**config.mk**
```make
export PLATFORM = sky130hd
export DESIGN_NAME = mwht_queue
export DESIGN_NICKNAME = d
export VERILOG_FILES = /design/src/rtl/core/mwht_pkg.sv /design/src/rtl/core/mwht_queue.sv
export SDC_FILE = /design/constraint.sdc
export NUM_CORES = 1
export LEC_CHECK = 0
export BUFFER_PORTS_ARGS = -buffer_cell sky130_fd_sc_hd__buf_2
export CORE_ASPECT_RATIO = 0.8
export CORE_UTILIZATION = 46
export DETAILED_ROUTE_END_ITERATION = 8
export GPL_TIMING_DRIVEN = 0
export PLACE_DENSITY = 0.74
export SETUP_SLACK_MARGIN = 0.05
export SLEW_MARGIN = 20
export SYNTH_ARGS = -nofsm -noshare
export SYNTH_HDL_FRONTEND = slang
export SYNTH_SLANG_ARGS = --single-unit
```
**constraint.sdc**
```tcl
create_clock -name clock -period 2.1 [get_ports clock]
set_input_delay 0.105 -clock clock [delete_from_list [all_inputs] [get_ports clock]]
set_output_delay 0.105 -clock clock [all_outputs]
set_load 0.05 [all_outputs]
```
**src/rtl/core/mwht_pkg.sv**
```systemverilog
package mwht_pkg;

   // fixed field widths
   localparam int ValueWidth = 30;
   localparam int IndexWidth = 6;
   localparam int CountWidth = 7;
   localparam int ModeWidth  = 2;
   localparam int HalfWidth  = 2;

   // defaults for the top level parameters
   localparam int unsigned DefaultMaxHalf = 3;
   localparam int unsigned DefaultPrime   = 1000000007;

   // transform modes
   localparam logic [ModeWidth-1:0] ModeForward = 2'd0;
   localparam logic [ModeWidth-1:0] ModeInverse = 2'd1;
   localparam logic [ModeWidth-1:0] ModeTwist   = 2'd2;

   // register indexes
   localparam logic CsrHalfDim = 1'b0;
   localparam logic CsrMode    = 1'b1;

   // kind of work handed from front to back
   typedef enum logic [1:0] {
      ITEM_LOAD,
      ITEM_RUN,
      ITEM_BAD
   } item_kind_type;

   typedef struct packed {
      item_kind_type             kind;
      logic [ValueWidth-1:0]     value;
      logic [IndexWidth-1:0]     index;
      logic [HalfWidth-1:0]      half;
      logic [ModeWidth-1:0]      mode;
   } work_item_type;

   // back end sequencer states
   typedef enum logic [3:0] {
      ENG_IDLE,
      ENG_BF_RD,
      ENG_BF_WA,
      ENG_BF_WB,
      ENG_SC_RD,
      ENG_SC_MUL,
      ENG_SC_WR,
      ENG_OUT_RD,
      ENG_OUT_LD,
      ENG_OUT_WAIT
   } eng_state_type;

endpackage

```
**src/rtl/core/mwht_queue.sv**
```systemverilog
module mwht_queue (
   input  logic                    clock,
   input  logic                    reset,
   input  logic                    wr_en,
   input  mwht_pkg::work_item_type wr_item,
   output logic                    q_full,
   input  logic                    rd_en,
   output logic                    q_empty,
   output mwht_pkg::work_item_type rd_item
);

   mwht_pkg::work_item_type slot_ff [2];
   logic       wr_ptr_ff, wr_ptr_in;
   logic       rd_ptr_ff, rd_ptr_in;
   logic [1:0] count_ff, count_in;
   logic       do_wr, do_rd;

   // pointer and fill bookkeeping
   always_comb begin
      q_full    = count_ff == 2'd2;
      q_empty   = count_ff == 2'd0;
      do_wr     = wr_en && !q_full;
      do_rd     = rd_en && !q_empty;
      wr_ptr_in = do_wr ? !wr_ptr_ff : wr_ptr_ff;
      rd_ptr_in = do_rd ? !rd_ptr_ff : rd_ptr_ff;
      count_in  = count_ff + 2'(do_wr) - 2'(do_rd);
      rd_item   = slot_ff[rd_ptr_ff];
   end

   always_ff @(posedge clock) begin
      if (reset) begin
         wr_ptr_ff <= 1'b0;
         rd_ptr_ff <= 1'b0;
         count_ff  <= 2'd0;
      end else begin
         wr_ptr_ff <= wr_ptr_in;
         rd_ptr_ff <= rd_ptr_in;
         count_ff  <= count_in;
      end
   end

   // payload slots
   always_ff @(posedge clock) begin
      if (do_wr) begin
         slot_ff[wr_ptr_ff] <= wr_item;
      end
   end

endmodule

```
==> impl_metrics.toml <==
[sta]
tightestPinTransition_ps = 1023
fmax_mhz = 556.6
maxSlewViolCount = 0
fin_crit_sh_pct = 85.56
finalSetupViolCount = 0
tns_ps = 0
hold_viol = 0
finClkSkew_ps = 13.42
fin_crit_ps = 1797
rsz0062_at_grt = "false"
slew_headroom_pct = 31.82

[final_layout]
post-route-util_pct = 64.82
nets = 350
final_common_cell = "buf_2"
num_antenna_cells = 0
synthToLayoutAreaGrowth_pct = 36.60
drive_above_1_share_pct = 50.81
layout_common_cells = "buf_2 (94), edfxtp_1 (84), dlygate4sd3_1 (43)"
final_cells = 394
final_area_sq_um = 4446

[floorplan]
die-area_sq_um = 7417
die_h_microns = 77.23
start_util_pct = 47.45
coreArea_sq_um = 6858
num_rows = 27
die_x_microns = 96.04
ios = 90

[detailed_routing]
vias_per_cell = 4.759
first_iter_violations = 64
ant_nets = 0
remaining_drc_errors = 0
wl_per_cell_microns = 15.39
vias = 1875
routed_wl_microns = 6063
drtPass1Iterations = 4

[power_and_ir_drop]
ir_drop_uv = 1297
powerDensity_nw_per_um2 = 1304
leakage_nw = 1.703

[synth]
netlist_area_sq_um = 3254
yosysWarnings = 0
syn_area_per_cell_sq_um = 20.60
synth_area_leaders = "edfxtp_1 (78%), mux2_2 (15%), dfxtp_1 (3.1%), buf_2 (0.77%), ha_1 (0.77%)"
synth_nets = 206
synth_cell_types = 20
syn_inst = 158
ys_seq_elements = 89
synth_top_area_cell = "edfxtp_1"
yosys.area.top_type_share_pct = 77.51
ys_seq_area_share_pct = 80.58

[worst_hold_path]
hold_path_class = "input pin to register"
min_to = "wr_ptr_ff"
hp-start = "wr_en"
holdPathStages = 4

[flow_run]
cap_viol_max_count = 0

[placement]
gp_congestion = 0.6980
place.port_buffers = 89
dp_hpwl_microns = 3591
placed_cell_area_sq_um = 3812
dpl.cell_count = 334

[setup_path]
ff2ff_path_depth = 2
crit_start = "count_ff[0]"
r2r_end = "slot_ff[1][38]"
crit_type = "register to register"
r2r-start = "count_ff[0]"
start_kind = "register"
crit_path_end_kind = "register"
cp_max_fo = 42
critPathRequiredTime_ps = 2070
cp.arrival_ps = 1770
r2r_setup_slack_ps = 300

[cts]
clock_tree.buffer_depth = 2
clk_latency_ps = 360
cts-root-buf = "clkbuf_8"
h-tree-depth = 3
numCtsBuffers = 9
clkSinkCount = 89
cts_tree = "built"
clk_pin_slew_ps = 80

[grt]
antenna_found_initial = 0
first_global_vias = 1961
overflow = 0
grt_max_degree = 43
grt_pass1_wl_microns = 9135
grt_util_all_layers_pct = 17.15

[run_status]
status = "complete, no violations"
## how the worst max path moves through the flow
stage,endpoint,slack (ps),cells after the start
2_1_floorplan,slot_ff[0][0],210,4
3_3_place_gp,slot_ff[0][23],20,4
3_5_place_dp,slot_ff[0][25],-30,4
4_1_cts,slot_ff[0][6],240,4
5_1_grt,slot_ff[1][3],150,2
6_report,slot_ff[1][38],300,2
## power by group
part           internal (W)  switching, W  total (W)
logic              0.000670       0.00165    0.00232
clock network      0.000547      0.000591    0.00114
registers           0.00226     0.0000730    0.00234
total               0.00348       0.00232    0.00580
## registers in the layout, indices dropped and copies added, names as in the netlist, named ones only
register,count
slot_ff,84
count_ff,2
rd_ptr_ff,1
wr_ptr_ff,1
## kinds of logic after synthesis
| logic type | synth area share, % |
|---|---|
| adder cells (fa/ha/maj) | 0.7688 |
| AO/OA/AOI/OAI | 0.5380 |
| XOR/XNOR | 0.5384 |
| multiplexers | 14.53 |
| flip-flops | 80.58 |
| AND/OR/NAND/NOR | 1.807 |
| buffers and inverters | 1.230 |
## layout make-up
| class | count | area [sq um] |
|---|---|---|
| timing repair inverter | 1 | 7.507 |
| timing repair buffer | 132 | 875.8 |
| inverter | 4 | 18.77 |
| clock buffer | 9 | 123.9 |
| sequential | 89 | 2623 |
| clock inverter | 7 | 71.32 |
| multi-input combinational | 60 | 591.8 |
| tap | 87 | 108.9 |
| fill | 505 | 2412 |
| buffer | 5 | 25.02 |
## what timing repair did
item / in CTS / in global routing
gates resized for setup: 1 / 0
endpoints found under the setup margin: 42 / 0
hold buffers: 43 / 0
hold endpoints to repair: 89 / 0
setup buffers: 0 / 0
## through the flow
step | power, W | setup WS (ps) | hold slack (ps)
after global placement | 0.004603 | 23.30 | 292.8
after CTS | 0.005848 | 241.9 | 160.4
after global routing | 0.006048 | 146.0 | 189.0
final | 0.005799 | 303.3 | 173.9
after detailed placement | 0.004641 | -31.10 | 295.7
after floorplan | 0.004150 | 212.3 | 174.1
## per-layer routing
layer	global-route usage (%)	part of all wire, %	vias to the layer above
met5	0	0	-
met4	6.119	1.1	0
met3	7.143	7.6	10
met2	28.37	49	70
met1	19.77	42	899
li1	-	-	896
## critical path, cell delays in order, from the launching register on
cell and delay, ps:
dfxtp_1 370, nand2b_2 150, and3_2 880
## cells in the mapped netlist
cell,count
inv_2,1
o21a_1,1
nor3_1,1
xor2_1,1
or3_1,1
dfxtp_1,5
nand2b_2,1
mux2_2,42
edfxtp_1,84
nor2_1,4
o21ai_0,1
inv_1,3
buf_2,5
and2_1,1
xnor2_1,1
ha_1,2
a21oi_1,1
nor2b_1,1
and3_2,1
nand2_1,1
Power figures use the tool's default switching activity.
