==> config.mk <==
export PLATFORM = sky130hd
export DESIGN_NAME = mwht_front
export DESIGN_NICKNAME = d
export VERILOG_FILES = /design/src/rtl/core/mwht_pkg.sv /design/src/rtl/core/mwht_front.sv
export SDC_FILE = /design/constraint.sdc
export NUM_CORES = 1
export LEC_CHECK = 0
export BUFFER_PORTS_ARGS = -buffer_cell sky130_fd_sc_hd__buf_2
export CAP_MARGIN = 20
export CORE_MARGIN = 4
export CORE_UTILIZATION = 35
export DETAILED_ROUTE_END_ITERATION = 16
export GPL_TIMING_DRIVEN = 0
export MAX_ROUTING_LAYER = met4
export PLACE_DENSITY = 0.74
export SLEW_MARGIN = 20
export SYNTH_ARGS = -nofsm -noshare
export SYNTH_HDL_FRONTEND = slang
export SYNTH_SLANG_ARGS = --single-unit
==> constraint.sdc <==
create_clock -name clock -period 4 [get_ports clock]
set_input_delay 0.2 -clock clock [delete_from_list [all_inputs] [get_ports clock]]
set_output_delay 0.2 -clock clock [all_outputs]
set_load 0.03 [all_outputs]
==> src/rtl/core/mwht_pkg.sv <==
package mwht_pkg;

   // fixed field widths
   localparam int ValueWidth = 30;
   localparam int IndexWidth = 6;
   localparam int CountWidth = 7;
   localparam int ModeWidth  = 2;
   localparam int HalfWidth  = 2;

   // defaults for the top level parameters
   localparam int unsigned DefaultMaxHalf = 3;
   localparam int unsigned DefaultPrime   = 1000000007;

   // transform modes
   localparam logic [ModeWidth-1:0] ModeForward = 2'd0;
   localparam logic [ModeWidth-1:0] ModeInverse = 2'd1;
   localparam logic [ModeWidth-1:0] ModeTwist   = 2'd2;

   // register indexes
   localparam logic CsrHalfDim = 1'b0;
   localparam logic CsrMode    = 1'b1;

   // kind of work handed from front to back
   typedef enum logic [1:0] {
      ITEM_LOAD,
      ITEM_RUN,
      ITEM_BAD
   } item_kind_type;

   typedef struct packed {
      item_kind_type             kind;
      logic [ValueWidth-1:0]     value;
      logic [IndexWidth-1:0]     index;
      logic [HalfWidth-1:0]      half;
      logic [ModeWidth-1:0]      mode;
   } work_item_type;

   // back end sequencer states
   typedef enum logic [3:0] {
      ENG_IDLE,
      ENG_BF_RD,
      ENG_BF_WA,
      ENG_BF_WB,
      ENG_SC_RD,
      ENG_SC_MUL,
      ENG_SC_WR,
      ENG_OUT_RD,
      ENG_OUT_LD,
      ENG_OUT_WAIT
   } eng_state_type;

endpackage

==> src/rtl/core/mwht_front.sv <==
module mwht_front #(
   parameter int unsigned MAX_HALF_DIMENSION = mwht_pkg::DefaultMaxHalf,
   parameter int unsigned PRIME_MODULUS      = mwht_pkg::DefaultPrime
) (
   input  logic                              clock,
   input  logic                              reset,
   input  logic                              push,
   output logic                              full,
   input  logic [mwht_pkg::ValueWidth-1:0]   residue,
   input  logic [mwht_pkg::HalfWidth-1:0]    half_cfg,
   input  logic [mwht_pkg::ModeWidth-1:0]    mode_cfg,
   input  logic                              q_full,
   output logic                              q_push,
   output mwht_pkg::work_item_type           q_item
);

   logic [mwht_pkg::CountWidth-1:0] load_count_ff, load_count_in;
   logic [mwht_pkg::CountWidth-1:0] count_plus;
   logic [mwht_pkg::CountWidth-1:0] size;
   logic [mwht_pkg::HalfWidth-1:0]  eff_half;
   logic [mwht_pkg::ModeWidth-1:0]  eff_mode;
   logic                            is_bad;
   logic                            completes;

   // effective half dimension and mode
   always_comb begin
      eff_half = half_cfg;
      if (half_cfg == '0) begin
         eff_half = mwht_pkg::HalfWidth'(1);
      end else if (32'(half_cfg) > MAX_HALF_DIMENSION) begin
         eff_half = mwht_pkg::HalfWidth'(MAX_HALF_DIMENSION);
      end
      eff_mode = (mode_cfg == mwht_pkg::ModeInverse || mode_cfg == mwht_pkg::ModeTwist)
                 ? mode_cfg : mwht_pkg::ModeForward;
   end

   // classify the incoming residue
   always_comb begin
      size       = mwht_pkg::CountWidth'(1) << {eff_half, 1'b0};
      count_plus = load_count_ff + mwht_pkg::CountWidth'(1);
      is_bad     = residue >= mwht_pkg::ValueWidth'(PRIME_MODULUS);
      completes  = count_plus >= size;
      full       = q_full;
      q_push     = push && !q_full;
      q_item.value = residue;
      q_item.index = load_count_ff[mwht_pkg::IndexWidth-1:0];
      q_item.half  = eff_half;
      q_item.mode  = eff_mode;
      if (is_bad) begin
         q_item.kind = mwht_pkg::ITEM_BAD;
      end else if (completes) begin
         q_item.kind = mwht_pkg::ITEM_RUN;
      end else begin
         q_item.kind = mwht_pkg::ITEM_LOAD;
      end
      load_count_in = load_count_ff;
      if (q_push) begin
         load_count_in = (is_bad || completes) ? '0 : count_plus;
      end
   end

   always_ff @(posedge clock) begin
      if (reset) begin
         load_count_ff <= '0;
      end else begin
         load_count_ff <= load_count_in;
      end
   end

endmodule

==> impl_results.html <==
<table>
<tr><th>Metric</th><th>Value</th></tr>
<tr><th colspan="2">Global route</th></tr>
<tr><td>Gr ovfl total</td><td>0</td></tr>
<tr><td>Via count of the first global-routing pass</td><td>around 1100</td></tr>
<tr><td>Total Routing Usage GR</td><td>0.157</td></tr>
<tr><td>Wire length of the first global-routing pass</td><td>4.11 mm</td></tr>
<tr><td>Number of antenna violations at the first check in global routing</td><td>0</td></tr>
<tr><td>Largest net degree at the start of global routing</td><td>11</td></tr>
<tr><th colspan="2">Floorplan</th></tr>
<tr><td>Area enclosed by the die boundary</td><td>0.00343 mm2</td></tr>
<tr><td>Y dimension of the die</td><td>between 50 and 60 um</td></tr>
<tr><td>Row count</td><td>18</td></tr>
<tr><td>Initial standard-cell utilization of the core</td><td>0.364</td></tr>
<tr><td>Core area</td><td>0.00245 mm2</td></tr>
<tr><td>Die width</td><td>58.6 um</td></tr>
<tr><td>Top-level I/O count</td><td>82</td></tr>
<tr><th colspan="2">Setup path</th></tr>
<tr><td>Worst EP arrival</td><td>2390 ps</td></tr>
<tr><td>Critical path class</td><td>reg2out</td></tr>
<tr><td>Maximum net fanout on the critical path</td><td>5</td></tr>
<tr><td>Worst setup SP type</td><td>flop</td></tr>
<tr><td>Critical Path End Type</td><td>output pin</td></tr>
<tr><td>Data required time at the worst endpoint</td><td>around 3800 ps</td></tr>
<tr><th colspan="2">Place</th></tr>
<tr><td>Port Buffer Count</td><td>81</td></tr>
<tr><td>GPL Wtd Cong</td><td>0.746</td></tr>
<tr><td>Placed wire-length estimate</td><td>roughly 2.2 mm</td></tr>
<tr><td>Setup slack after placement</td><td>1460 ps</td></tr>
<tr><td>Total instance count after detailed placement</td><td>234</td></tr>
<tr><td>Post-place instance area</td><td>0.00134 mm2</td></tr>
<tr><th colspan="2">Timing</th></tr>
<tr><td>Count of final setup violators</td><td>0</td></tr>
<tr><td>Maximum clock skew at final layout</td><td>5.07 ps</td></tr>
<tr><td>Unrepaired setup endpoints after global routing</td><td>false</td></tr>
<tr><td>Transition time of the tightest slew-check pin</td><td>around 410 ps</td></tr>
<tr><td>Shortest period the worst path allows</td><td>between 2000 and 3000 ps</td></tr>
<tr><td>Worst hold margin</td><td>207 ps</td></tr>
<tr><td>Highest clock rate</td><td>0.385 GHz</td></tr>
<tr><td>Final Slew Violations</td><td>0</td></tr>
<tr><td>Final WS setup</td><td>about 1400 ps</td></tr>
<tr><td>Final number of hold-violating endpoints</td><td>0</td></tr>
<tr><td>Final worst-path cycle share</td><td>0.649</td></tr>
<tr><td>Worst slew margin relative to its limit</td><td>0.726</td></tr>
<tr><td>Final sum of negative setup slack</td><td>0 ps</td></tr>
<tr><th colspan="2">Clocking</th></tr>
<tr><td>Clock-pin slew of the registers on the worst-case setup and hold paths</td><td>around 50 ps</td></tr>
<tr><td>CTS buffer count</td><td>3</td></tr>
<tr><td>Postcts setup bufs</td><td>0</td></tr>
<tr><td>Sinks on the clock net</td><td>7</td></tr>
<tr><td>Number of levels the H-tree was split into</td><td>1</td></tr>
<tr><td>Hold-fix buffers at CTS</td><td>0</td></tr>
<tr><td>Number of buffers between clock root and the deepest sink</td><td>2</td></tr>
<tr><td>TritonCTS clock tree</td><td>yes</td></tr>
<tr><td>Clock root buffer</td><td>sky130_fd_sc_hd__clkbuf_4</td></tr>
<tr><td>Post-cts sizing count</td><td>0</td></tr>
<tr><td>Clock latency reported for the late side of the worst-skew pair</td><td>250 ps</td></tr>
<tr><th colspan="2">Detailed routing</th></tr>
<tr><td>Via/cell ratio</td><td>4.54</td></tr>
<tr><td>Violation count after the first detailed-route iteration</td><td>33</td></tr>
<tr><td>Remaining antenna violation count</td><td>0</td></tr>
<tr><td>Post-DR wirelength/cell</td><td>10.5 um</td></tr>
<tr><td>Remaining routing DRC violations</td><td>0</td></tr>
<tr><td>Overall via count from detail_route</td><td>roughly 1100</td></tr>
<tr><td>Routed Wire Length</td><td>2.49 mm</td></tr>
<tr><td>Detailed-routing iteration count for the pre-antenna-repair pass</td><td>4</td></tr>
<tr><th colspan="2">Synth</th></tr>
<tr><td>Largest family of logic cells by synthesized area</td><td>buffers and inverters</td></tr>
<tr><td>Compound-Gate Fraction of Synth Area</td><td>0.119</td></tr>
<tr><td>Proportion of synthesized area in mux cells</td><td>0</td></tr>
<tr><td>Simple-Gate Fraction of Synth Area</td><td>0.287</td></tr>
<tr><td>Yosys warning count</td><td>0</td></tr>
<tr><td>Xor/xnor cell area share of the yosys netlist</td><td>0.0294</td></tr>
<tr><td>Sequential fraction of the synthesis area</td><td>0.157</td></tr>
<tr><td>Syn nets</td><td>165</td></tr>
<tr><td>Count of state elements after synthesis</td><td>7</td></tr>
<tr><td>Number of distinct library cells after synthesis</td><td>29</td></tr>
<tr><td>Synthesized area divided by synthesized cell count</td><td>around 7.3 um2</td></tr>
<tr><td>Cells after synthesis</td><td>123</td></tr>
<tr><td>Area share of fa/ha/maj cells after synthesis</td><td>0.0559</td></tr>
<tr><td>Mapped cell area</td><td>approximately 890 um2</td></tr>
<tr><th colspan="2">Layout</th></tr>
<tr><td>NumNets Final</td><td>251</td></tr>
<tr><td>Area of all placed cells without fillers</td><td>around 0.0014 mm2</td></tr>
<tr><td>Flip-flop count of the largest register, all copies and words added</td><td>7</td></tr>
<tr><td>Syn-to-layout area delta</td><td>52.4%</td></tr>
<tr><td>Largest registers in the final layout</td><td>load_count_ff: 7 flops</td></tr>
<tr><td>Non-filler cells in the finished layout</td><td>238</td></tr>
<tr><td>Most frequent cells in the layout</td><td>sky130_fd_sc_hd__buf_2 (81), sky130_fd_sc_hd__buf_4 (38), sky130_fd_sc_hd__nand2_1 (14)</td></tr>
<tr><td>Ant diodes</td><td>0</td></tr>
<tr><td>Top reg by flops</td><td>load_count_ff</td></tr>
<tr><td>Most common library cell in the layout ignoring fill and taps</td><td>sky130_fd_sc_hd__buf_2</td></tr>
<tr><td>Share of final-layout standard cells stronger than drive strength 1</td><td>0.606</td></tr>
<tr><th colspan="2">Outcome</th></tr>
<tr><td>Run status</td><td>finished, final reports clean</td></tr>
<tr><th colspan="2">Pwr</th></tr>
<tr><td>Power density normalized to cell area</td><td>between 150 and 200 mW/mm2</td></tr>
<tr><td>Maximum vdd ir drop</td><td>118 uV</td></tr>
<tr><td>Leakage Power</td><td>0.761 nW</td></tr>
<tr><th colspan="2">Min path</th></tr>
<tr><td>Class of the tightest hold or removal check</td><td>in2reg</td></tr>
<tr><th colspan="2">Run</th></tr>
<tr><td>Number of maximum-capacitance violations</td><td>0</td></tr>
</table>
-- Yosys cell counts (all sizes together) --
master,n,area (um2)
buf,39,297
nand2,14,52.6
nand3,11,60.1
a21oi,8,40.0
dfxtp,7,140
nor2,6,22.5
ha,4,50.1
nor3,4,20.0
clkbuf,3,11.3
nand2b,3,18.8
nor4,3,18.8
inv,2,7.51
nand4,2,12.5
nor2b,2,12.5
o21bai,2,15.0
xor2,2,17.5
a2111oi,1,8.76
a31oi,1,6.26
a41oi,1,16.3
and4,1,8.76
and4b,1,11.3
nor4b,1,8.76
o21a,1,7.51
o21ai,1,5.00
o31ai,1,7.51
or4b,1,10.0
xnor2,1,8.76
-- power by group --
group | internal, mW | switching, mW
registers | 0.0707 | 0.00114
clock network | 0.0381 | 0.0264
logic | 0.0559 | 0.0761
-- path summary, 6_finish.rpt --
| kind | start | to | slack (ps) | depth (start not counted) |
|---|---|---|---|---|
| max | load_count_ff[0]$_SDFFE_PP0P_ | q_item[40] | 1410 | 7 |
| min | reset | load_count_ff[6]$_SDFFE_PP0P_ | 210 | 2 |
| max reg2reg | load_count_ff[0]$_SDFFE_PP0P_ | load_count_ff[3]$_SDFFE_PP0P_ | 1460 | 9 |
| min reg2reg | load_count_ff[6]$_SDFFE_PP0P_ | load_count_ff[6]$_SDFFE_PP0P_ | 460 | 2 |
-- metal layers --
metal  track usage  vias to the layer above  routed length, um
met3        0.0219                        5                253
li1              -                      559                  -
met2         0.265                       65               1170
met5             -                        -                  0
met4        0.0695                        0                 42
met1         0.183                      451               1020
-- metrics by stage --
stage	power, mW	util
global route	0.284	0.556
finish	0.268	0.556
detailed placement	0.206	0.545
global placement	0.205	0.545
floorplan	0.160	-
CTS	0.272	0.556
-- final cells by class --
| class | instances | area (um2) |
|---|---|---|
| Buffer | 42 | 308 |
| Timing Repair Buffer | 81 | 405 |
| Tap cell | 30 | 37.5 |
| Inverter | 2 | 7.51 |
| Sequential cell | 7 | 140 |
| Clock buffer | 4 | 26.3 |
| Fill cell | 252 | 1090 |
| Multi-Input combinational cell | 72 | 439 |
-- worst max-delay path, stage by stage (launching register included) --
cell and delay, ps:
sky130_fd_sc_hd__dfxtp_1 410, sky130_fd_sc_hd__ha_1 210, sky130_fd_sc_hd__xor2_1 210, sky130_fd_sc_hd__ha_1 270, sky130_fd_sc_hd__or4b_1 550, sky130_fd_sc_hd__a41oi_2 220, sky130_fd_sc_hd__a21oi_1 90, sky130_fd_sc_hd__buf_2 190
-- cells by family after synthesis --
kind of cell             count (synthesis)
adder cells (fa/ha/maj)                  4
buffers and inverters                   44
AND/OR/NAND/NOR                         49
flip-flops                               7
XOR/XNOR                                 3
AO/OA/AOI/OAI                           16
Power figures use the tool's default switching activity.
